===== config.mk =====
export PLATFORM = sky130hd
export DESIGN_NAME = uart_tx_with_fifo_core
export DESIGN_NICKNAME = d
export VERILOG_FILES = /design/src/rtl/utxf_pkg.sv /design/src/rtl/utxf_ram.sv /design/src/rtl/utxf_fifo.sv /design/src/rtl/utxf_bitgen.sv /design/src/rtl/uart_tx_with_fifo_core.sv
export VERILOG_INCLUDE_DIRS = /design/src /design/src/rtl
export SDC_FILE = /design/constraint.sdc
export NUM_CORES = 1
export LEC_CHECK = 0
export ABC_AREA = 1
export BUFFER_PORTS_ARGS = -buffer_cell sky130_fd_sc_hd__buf_2
export CAP_MARGIN = 0
export CORE_MARGIN = 2
export CORE_UTILIZATION = 40
export DETAILED_ROUTE_END_ITERATION = 16
export GPL_ROUTABILITY_DRIVEN = 0
export PLACE_DENSITY_LB_ADDON = 0.3
export SYNTH_ARGS = -nofsm -noshare
export SYNTH_HDL_FRONTEND = slang
export SYNTH_SLANG_ARGS = --single-unit

===== constraint.sdc =====
create_clock -name clk_i -period 9.5 [get_ports clk_i]
set_input_delay 0.95 -clock clk_i [delete_from_list [all_inputs] [get_ports clk_i]]
set_output_delay 0.95 -clock clk_i [all_outputs]
set_load 0.01 [all_outputs]

===== src/rtl/assert_macros.svh =====
// ----------------------------------------------------------------------------
// Assertion macros
// Concurrent assertion wrappers clocked on clk_i and disabled during reset.
// ----------------------------------------------------------------------------
`ifndef ASSERT_MACROS_SVH
`define ASSERT_MACROS_SVH
`ifndef SYNTH
`define UTXF_ASSERT(lbl, prop, msg) \
  lbl: assert property (@(posedge clk_i) disable iff (!rst_ni) (prop)) else $error(msg);
`define UTXF_ASSERT_NEVER(lbl, cond, msg) \
  lbl: assert property (@(posedge clk_i) disable iff (!rst_ni) !(cond)) else $error(msg);
`else
`define UTXF_ASSERT(lbl, prop, msg)
`define UTXF_ASSERT_NEVER(lbl, cond, msg)
`endif
`endif


===== src/rtl/utxf_pkg.sv =====
// ----------------------------------------------------------------------------
// UART transmitter package
// Shared types and constants of the FIFO-fed 8N1 transmitter.
// ----------------------------------------------------------------------------
package utxf_pkg;

  localparam int unsigned ByteW = 8;
  localparam int unsigned PhaseW = 4;

  localparam logic [PhaseW-1:0] PHASE_START = 4'd0;
  localparam logic [PhaseW-1:0] PHASE_STOP = 4'd9;

  localparam logic [ByteW-1:0] BIT_PERIOD_RST = 8'd10;

  localparam int unsigned RES_TX_LINE = 0;
  localparam int unsigned RES_ACCEPTED = 1;
  localparam int unsigned RES_BUSY = 2;

  typedef enum logic {
    ACT_TICK  = 1'b0,
    ACT_WRITE = 1'b1
  } action_e;

  typedef struct packed {
    logic pop;
    logic head_next;
  } fifo_ctl_t;

  typedef struct packed {
    logic             full;
    logic             last;
    logic [ByteW-1:0] head_byte;
  } fifo_stat_t;

  typedef struct packed {
    logic sending;
    logic line;
  } tx_stat_t;

endpackage


===== src/rtl/utxf_ram.sv =====
// ----------------------------------------------------------------------------
// Generic RAM
// One write port and one read port with registered read data.
// ----------------------------------------------------------------------------
module utxf_ram #(
  parameter int unsigned Width = 8,
  parameter int unsigned Depth = 16
) (
  input  logic                     clk_i,
  input  logic                     we_i,
  input  logic [$clog2(Depth)-1:0] waddr_i,
  input  logic [Width-1:0]         wdata_i,
  input  logic [$clog2(Depth)-1:0] raddr_i,
  output logic [Width-1:0]         rdata_o
);

  logic [Width-1:0] mem_q [Depth];
  logic [Width-1:0] rdata_q;

  always_ff @(posedge clk_i) begin
    if (we_i) begin
      mem_q[waddr_i] <= wdata_i;
    end
    rdata_q <= mem_q[raddr_i];
  end

  assign rdata_o = rdata_q;

endmodule


===== src/rtl/utxf_fifo.sv =====
// ----------------------------------------------------------------------------
// Transmit FIFO
// Ring pointers over the byte store, with the next byte to send prefetched.
// ----------------------------------------------------------------------------
module utxf_fifo #(
  parameter int unsigned FifoDepth = 16
) (
  input  logic                    clk_i,
  input  logic                    rst_ni,
  input  logic                    push_i,
  input  logic [7:0]              wdata_i,
  input  utxf_pkg::fifo_ctl_t     ctl_i,
  output utxf_pkg::fifo_stat_t    stat_o
);
  import utxf_pkg::*;

  localparam int unsigned PtrW = $clog2(FifoDepth);
  localparam logic [PtrW-1:0] PtrLast = PtrW'(FifoDepth - 1);

  logic [PtrW-1:0]  wr_q, wr_d, rd_q, rd_d, fetch_d;
  logic             byp_q, byp_d;
  logic [ByteW-1:0] byp_data_q, ram_rdata;

  function automatic logic [PtrW-1:0] ring_next(input logic [PtrW-1:0] p);
    return (p == PtrLast) ? '0 : p + PtrW'(1);
  endfunction

  always_comb begin
    wr_d = push_i ? ring_next(wr_q) : wr_q;
    rd_d = ctl_i.pop ? ring_next(rd_q) : rd_q;
    fetch_d = ctl_i.head_next ? rd_d : ring_next(rd_d);
    byp_d = push_i && (wr_q == fetch_d);
  end

  always_ff @(posedge clk_i or negedge rst_ni) begin
    if (!rst_ni) begin
      wr_q <= '0;
      rd_q <= '0;
      byp_q <= 1'b0;
    end else begin
      wr_q <= wr_d;
      rd_q <= rd_d;
      byp_q <= byp_d;
    end
  end

  always_ff @(posedge clk_i) begin
    byp_data_q <= wdata_i;
  end

  utxf_ram #(
    .Width (ByteW),
    .Depth (FifoDepth)
  ) u_ram (
    .clk_i   (clk_i),
    .we_i    (push_i),
    .waddr_i (wr_q),
    .wdata_i (wdata_i),
    .raddr_i (fetch_d),
    .rdata_o (ram_rdata)
  );

  assign stat_o.full = (ring_next(wr_q) == rd_q);
  assign stat_o.last = (ring_next(rd_q) == wr_q);
  assign stat_o.head_byte = byp_q ? byp_data_q : ram_rdata;

endmodule


===== src/rtl/utxf_bitgen.sv =====
// ----------------------------------------------------------------------------
// Bit generator
// Tick counter and bit phase sequencer that drives the serial line.
// ----------------------------------------------------------------------------
module utxf_bitgen (
  input  logic                 clk_i,
  input  logic                 rst_ni,
  input  logic                 push_i,
  input  logic                 tick_i,
  input  logic [7:0]           bit_period_i,
  input  utxf_pkg::fifo_stat_t fifo_i,
  output utxf_pkg::fifo_ctl_t  ctl_o,
  output utxf_pkg::tx_stat_t   next_o
);
  import utxf_pkg::*;

  logic              sending_q, sending_d;
  logic              line_q, line_d;
  logic [PhaseW-1:0] phase_q, phase_d;
  logic [ByteW-1:0]  tick_q, tick_d, shift_q, shift_d;
  logic [ByteW-1:0]  period, cnt;
  logic [ByteW:0]    cnt_inc;
  logic              pop;

  always_comb begin
    sending_d = sending_q;
    line_d = line_q;
    phase_d = phase_q;
    tick_d = tick_q;
    shift_d = shift_q;
    pop = 1'b0;
    period = (bit_period_i == '0) ? ByteW'(1) : bit_period_i;
    cnt = (tick_q >= period) ? '0 : tick_q;
    cnt_inc = {1'b0, cnt} + (ByteW+1)'(1);
    if (push_i) begin
      sending_d = 1'b1;
    end else if (tick_i && sending_q) begin
      if (cnt == '0) begin
        if (phase_q == PHASE_START) begin
          line_d = 1'b0;
          shift_d = fifo_i.head_byte;
          phase_d = PHASE_START + PhaseW'(1);
        end else if (phase_q < PHASE_STOP) begin
          line_d = shift_q[0];
          shift_d = shift_q >> 1;
          phase_d = phase_q + PhaseW'(1);
        end else if (phase_q == PHASE_STOP) begin
          line_d = 1'b1;
          phase_d = PHASE_STOP + PhaseW'(1);
        end else begin
          pop = 1'b1;
          if (fifo_i.last) begin
            sending_d = 1'b0;
            phase_d = PHASE_START;
            line_d = 1'b1;
          end else begin
            line_d = 1'b0;
            shift_d = fifo_i.head_byte;
            phase_d = PHASE_START + PhaseW'(1);
          end
        end
      end
      tick_d = (!sending_d || cnt_inc >= {1'b0, period}) ? '0 : cnt_inc[ByteW-1:0];
    end
  end

  always_ff @(posedge clk_i or negedge rst_ni) begin
    if (!rst_ni) begin
      sending_q <= 1'b0;
      line_q <= 1'b1;
      phase_q <= PHASE_START;
      tick_q <= '0;
      shift_q <= '0;
    end else begin
      sending_q <= sending_d;
      line_q <= line_d;
      phase_q <= phase_d;
      tick_q <= tick_d;
      shift_q <= shift_d;
    end
  end

  assign ctl_o.pop = pop;
  assign ctl_o.head_next = (phase_d == PHASE_START);
  assign next_o.sending = sending_d;
  assign next_o.line = line_d;

endmodule


===== src/rtl/uart_tx_with_fifo_core.sv =====
// ----------------------------------------------------------------------------
// UART transmitter with FIFO
// 8N1 serial transmitter fed from a ring FIFO of FifoDepth-1 usable bytes.
// ----------------------------------------------------------------------------
// An accepted item's result stands in the output register in the next cycle.
// Throughput: one item per cycle while the output is not stalled by m_axis_tready; the
// state update is counter compares and a phase step between the input handshake and the result register.
// Reset clears the pointers, the bit sequencer and the output valid flag at once,
// with the line idle high and the bit period at ten ticks; the result data is not reset.
module uart_tx_with_fifo_core #(
  parameter int unsigned FifoDepth = 16
) (
  input  logic       clk_i,
  input  logic       rst_ni,
  input  logic       cfg_we_i,
  input  logic [7:0] cfg_wdata_i,
  input  logic       s_axis_tvalid,
  output logic       s_axis_tready,
  input  logic [7:0] s_axis_tdata,   // [7:0] data_byte
  input  logic       s_axis_tuser,   // [0] action
  output logic       m_axis_tvalid,
  input  logic       m_axis_tready,
  output logic [7:0] m_axis_tdata    // [0] tx_line, [1] accepted, [2] busy_res
);
  import utxf_pkg::*;

  logic             out_valid_q;
  logic [7:0]       out_data_q, out_data_d;
  logic [ByteW-1:0] bit_period_q;
  logic             in_acc, push, tick;
  fifo_ctl_t        fifo_ctl;
  fifo_stat_t       fifo_stat;
  tx_stat_t         tx_next;

  assign s_axis_tready = !out_valid_q || m_axis_tready;
  assign in_acc = s_axis_tvalid && s_axis_tready;
  assign push = in_acc && (action_e'(s_axis_tuser) == ACT_WRITE) && !fifo_stat.full;
  assign tick = in_acc && (action_e'(s_axis_tuser) == ACT_TICK);

  utxf_fifo #(
    .FifoDepth (FifoDepth)
  ) u_fifo (
    .clk_i   (clk_i),
    .rst_ni  (rst_ni),
    .push_i  (push),
    .wdata_i (s_axis_tdata),
    .ctl_i   (fifo_ctl),
    .stat_o  (fifo_stat)
  );

  utxf_bitgen u_bitgen (
    .clk_i        (clk_i),
    .rst_ni       (rst_ni),
    .push_i       (push),
    .tick_i       (tick),
    .bit_period_i (bit_period_q),
    .fifo_i       (fifo_stat),
    .ctl_o        (fifo_ctl),
    .next_o       (tx_next)
  );

  always_comb begin
    out_data_d = '0;
    out_data_d[RES_TX_LINE] = tx_next.line;
    out_data_d[RES_ACCEPTED] = push;
    out_data_d[RES_BUSY] = tx_next.sending;
  end

  always_ff @(posedge clk_i or negedge rst_ni) begin
    if (!rst_ni) begin
      out_valid_q <= 1'b0;
      bit_period_q <= BIT_PERIOD_RST;
    end else begin
      if (in_acc) begin
        out_valid_q <= 1'b1;
      end else if (m_axis_tready) begin
        out_valid_q <= 1'b0;
      end
      if (cfg_we_i) begin
        bit_period_q <= cfg_wdata_i;
      end
    end
  end

  always_ff @(posedge clk_i) begin
    if (in_acc) begin
      out_data_q <= out_data_d;
    end
  end

  assign m_axis_tvalid = out_valid_q;
  assign m_axis_tdata = out_data_q;

`include "assert_macros.svh"

  `UTXF_ASSERT(a_accept_busy, (m_axis_tvalid && m_axis_tdata[RES_ACCEPTED]) |-> m_axis_tdata[RES_BUSY], "accepted write without busy")
  `UTXF_ASSERT(a_idle_line_high, (m_axis_tvalid && !m_axis_tdata[RES_BUSY]) |-> m_axis_tdata[RES_TX_LINE], "line low while idle")
  `UTXF_ASSERT(a_full_refused, (in_acc && s_axis_tuser && fifo_stat.full) |=> !m_axis_tdata[RES_ACCEPTED], "write accepted into full FIFO")
  `UTXF_ASSERT_NEVER(a_push_full, push && fifo_stat.full, "push while FIFO full")

endmodule

==> results.json <==
{
  "finalInstanceArea_mm2": 0.0102,
  "grt_pass1_vias": 6354,
  "cts_root_buf": "clkbuf_16",
  "postCtsHoldBufs": 0,
  "ys_seq_elements": 187,
  "ys_top_cells_by_area": "edfxtp_1 42%, dfrtp_1 10%, nand3_1 9.3%, nand2_1 8.1%, inv_1 7.2%",
  "grt_max_degree": 58,
  "met2_usage": 0.320,
  "std_cell_rows": 55,
  "synth-compound-area-share": 0.0488,
  "startpoint_type": "flop",
  "rsz0062_at_grt": "no",
  "r2r_setup_slack_ns": 3.76,
  "max-cap-violations": 0,
  "overflow": 0,
  "ant_nets": 0,
  "crit_slowest_cell": "nand2_2",
  "cts_tree": "yes",
  "fin_crit_ns": 5.74,
  "numCtsBuffers": 17,
  "dieArea_mm2": 0.0244,
  "wire_per_inst_um": 16.7,
  "syn_avg_cell_area_um2": 9.46,
  "busiest_layer": "met2",
  "path_common_cell": "nand2_1",
  "reg2reg_depth": 32,
  "status": "complete, no violations",
  "clkTransAtPathRegs_ns": 0.08,
  "synth_mux_area_frac": 0.00122,
  "leakage_nw": 4.53,
  "ctsResizeCount": 0,
  "clock_sinks": 187,
  "place_area_mm2": 0.00955,
  "initial_core_util": 0.408,
  "grtUsageTotal": 0.188,
  "final_common_cell": "nand2_1",
  "route.detailed.drc": 0,
  "area_growth_pct": 9.73,
  "regToRegStartpoint": "bit_period_q[5]",
  "grt_antenna_before_repair": 0,
  "numPortBuffers": 26,
  "critPathRequiredTime_ns": 9.88,
  "worstPathArrival_ns": 6.12,
  "ir_drop_uv": 200,
  "synth_top_cell_by_area": "edfxtp_1",
  "fin_nets": 1043,
  "drtPass1Iterations": 7,
  "synth_edf_count": 131,
  "clock_latency_ns": 0.44,
  "drive_gt1_frac": 0.100,
  "hold_start": "u_bitgen.shift_q[4]",
  "synth_top_family_by_area": "simple AND/OR/NAND/NOR gates",
  "synth_area_mm2": 0.00926,
  "hold_end": "u_bitgen.shift_q[4]",
  "critPathKind": "flop to flop",
  "worstMarginPinSlew_ns": 1.34,
  "synth-async-reset-ratio": 0.214,
  "crit_path_end_kind": "flop",
  "yosysTopAreaCellShare": 0.425,
  "setup_violations": 0,
  "fin_crit_sh": 0.604,
  "post_cts_buffers": 0,
  "clock_skew_ns": 0.0246,
  "cts_max_level": 4,
  "slowest_delay_ns": 0.77,
  "first_iter_violations": 468,
  "vias": 6588,
  "synth_cells": 979,
  "ys.warnings.count": 0,
  "grt.met3_usage": 0.0278,
  "antennaDiodeCount": 0,
  "hold_viol_final": 0,
  "die_height_um": 156,
  "r2r_end": "u_fifo.u_ram.rdata_o[4]",
  "core_area_mm2": 0.0227,
  "yosysSeqAreaShare": 0.568,
  "yosysUniqueCellTypes": 45,
  "gr-usage-met1": 0.252,
  "viasPerCell": 5.10,
  "clk_path_buf_depth": 2,
  "worstPathMaxFanout": 57,
  "synthFlopType": "edfxtp_1",
  "hpwl_um": 14300,
  "wirelength_um": 21600,
  "layout_common_cells": "199 x nand2_1, 177 x inv_1, 172 x nand3_1",
  "max_slew_margin": 0.101,
  "fmax_ghz": 0.174,
  "grt_pass1_wl_um": 35000,
  "synthXorXnorAreaFrac": 0.0104,
  "fp.dieW_um": 156,
  "hold_class": "flop to flop",
  "tns_ns": 0,
  "slew_viol_final": 0,
  "synthAdderAreaFrac": 0.0365,
  "synth-simple-area-share": 0.234,
  "io_pins": 32,
  "whs_path_depth": 1,
  "power_density_mw_per_mm2": 323
}
[critical path: cells and delay by family (launching register included)]
kind	cells	cell delay (ns)
and+or+nand+nor	21	2.89
adders and majority gates	3	0.78
AOI/OAI and AO/OA	2	0.76
buffers and inverters	6	0.88
DFF	1	0.36
[layout make-up]
type,count,area (um2)
inverters,185,694
clock inverters,15,189
fillers,2211,12500
well taps,285,357
clock buffers,17,425
repair buffers,29,153
flip-flops and latches,187,5260
multi-input cells,574,3080
[synthesized netlist by cell type (2+ instances only)]
| cell | instances |
|---|---|
| inv_1 | 177 |
| nor2_2 | 2 |
| nor3_1 | 7 |
| o21ai_2 | 3 |
| o211ai_1 | 9 |
| dfxtp_1 | 16 |
| nor2_4 | 2 |
| nand4_1 | 14 |
| buf_6 | 5 |
| nand2_1 | 199 |
| nand3b_1 | 16 |
| nand3_1 | 172 |
| edfxtp_1 | 131 |
| o21a_1 | 7 |
| clkbuf_1 | 6 |
| nand2_2 | 9 |
| xor2_1 | 8 |
| nand4_2 | 3 |
| ha_1 | 27 |
| xnor2_1 | 3 |
| o21ai_0 | 33 |
| buf_2 | 13 |
| inv_2 | 7 |
| o22ai_1 | 4 |
| buf_4 | 12 |
| nand3_2 | 5 |
| dfrtp_1 | 37 |
| a21oi_1 | 8 |
| dfstp_2 | 3 |
| or2_2 | 2 |
| nor2_1 | 25 |
[kinds of logic (layout without fill, tap and decap cells)]
group                      Yosys count  in the layout
AOI/OAI and AO/OA                   72             72
xor gates and xnor gates            11             11
adders and majority gates           27             27
buffers and inverters              222            246
DFF                                187            187
muxes                                1              1
other                                1              5
and+or+nand+nor                    458            458
[sequential cells by signal (all words and copies together), names as in the netlist, 4 cells and up]
name,cells
u_bitgen.phase_q,4
u_fifo.rd_q,4
u_fifo.u_ram.mem_q,128
u_bitgen.shift_q,8
u_fifo.wr_q,4
u_fifo.byp_data_q,8
u_fifo.u_ram.rdata_o,8
u_bitgen.tick_q,8
bit_period_q,8
[power by group]
part	switching [mW]	total (mW)	internal [mW]	leakage (nW)
clock	0.357	0.739	0.382	0.302
combinational	1.02	1.48	0.460	2.44
sequential	0.0819	1.07	0.984	1.79
total	1.46	3.28	1.83	4.53
[worst max-delay path by stage]
| stage | start | end | slack (ns) | cells after the start |
|---|---|---|---|---|
| floorplan | bit_period_q[5] | u_bitgen.tick_q[2] | 5.51 | 25 |
| global placement | bit_period_q[5] | u_fifo.u_ram.rdata_o[4] | 4.05 | 32 |
| detailed placement | bit_period_q[5] | u_fifo.byp_q | 3.86 | 31 |
| CTS | bit_period_q[5] | u_fifo.byp_q | 3.79 | 31 |
| global route | bit_period_q[5] | u_fifo.byp_q | 3.06 | 31 |
| finish | bit_period_q[5] | u_fifo.u_ram.rdata_o[4] | 3.76 | 32 |
[routing by layer]
layer	vias to the layer above	share of wire
li1	3261	-
met1	3142	0.45
met2	167	0.49
met3	18	0.047
met4	0	0.013
met5	-	0
[per-stage QoR]
step	total power, mW	util	instances	setup WS (ns)	hold WS, ns
floorplan	2.20	-	983	5.51	0.459
global placement	2.53	0.420	1260	4.05	0.470
detailed placement	2.55	0.420	1260	3.86	0.475
CTS	3.29	0.447	1292	3.79	0.491
global route	3.51	0.447	1292	3.06	0.522
finish	3.28	0.447	1292	3.76	0.487
(Power assumes the default switching activity.)
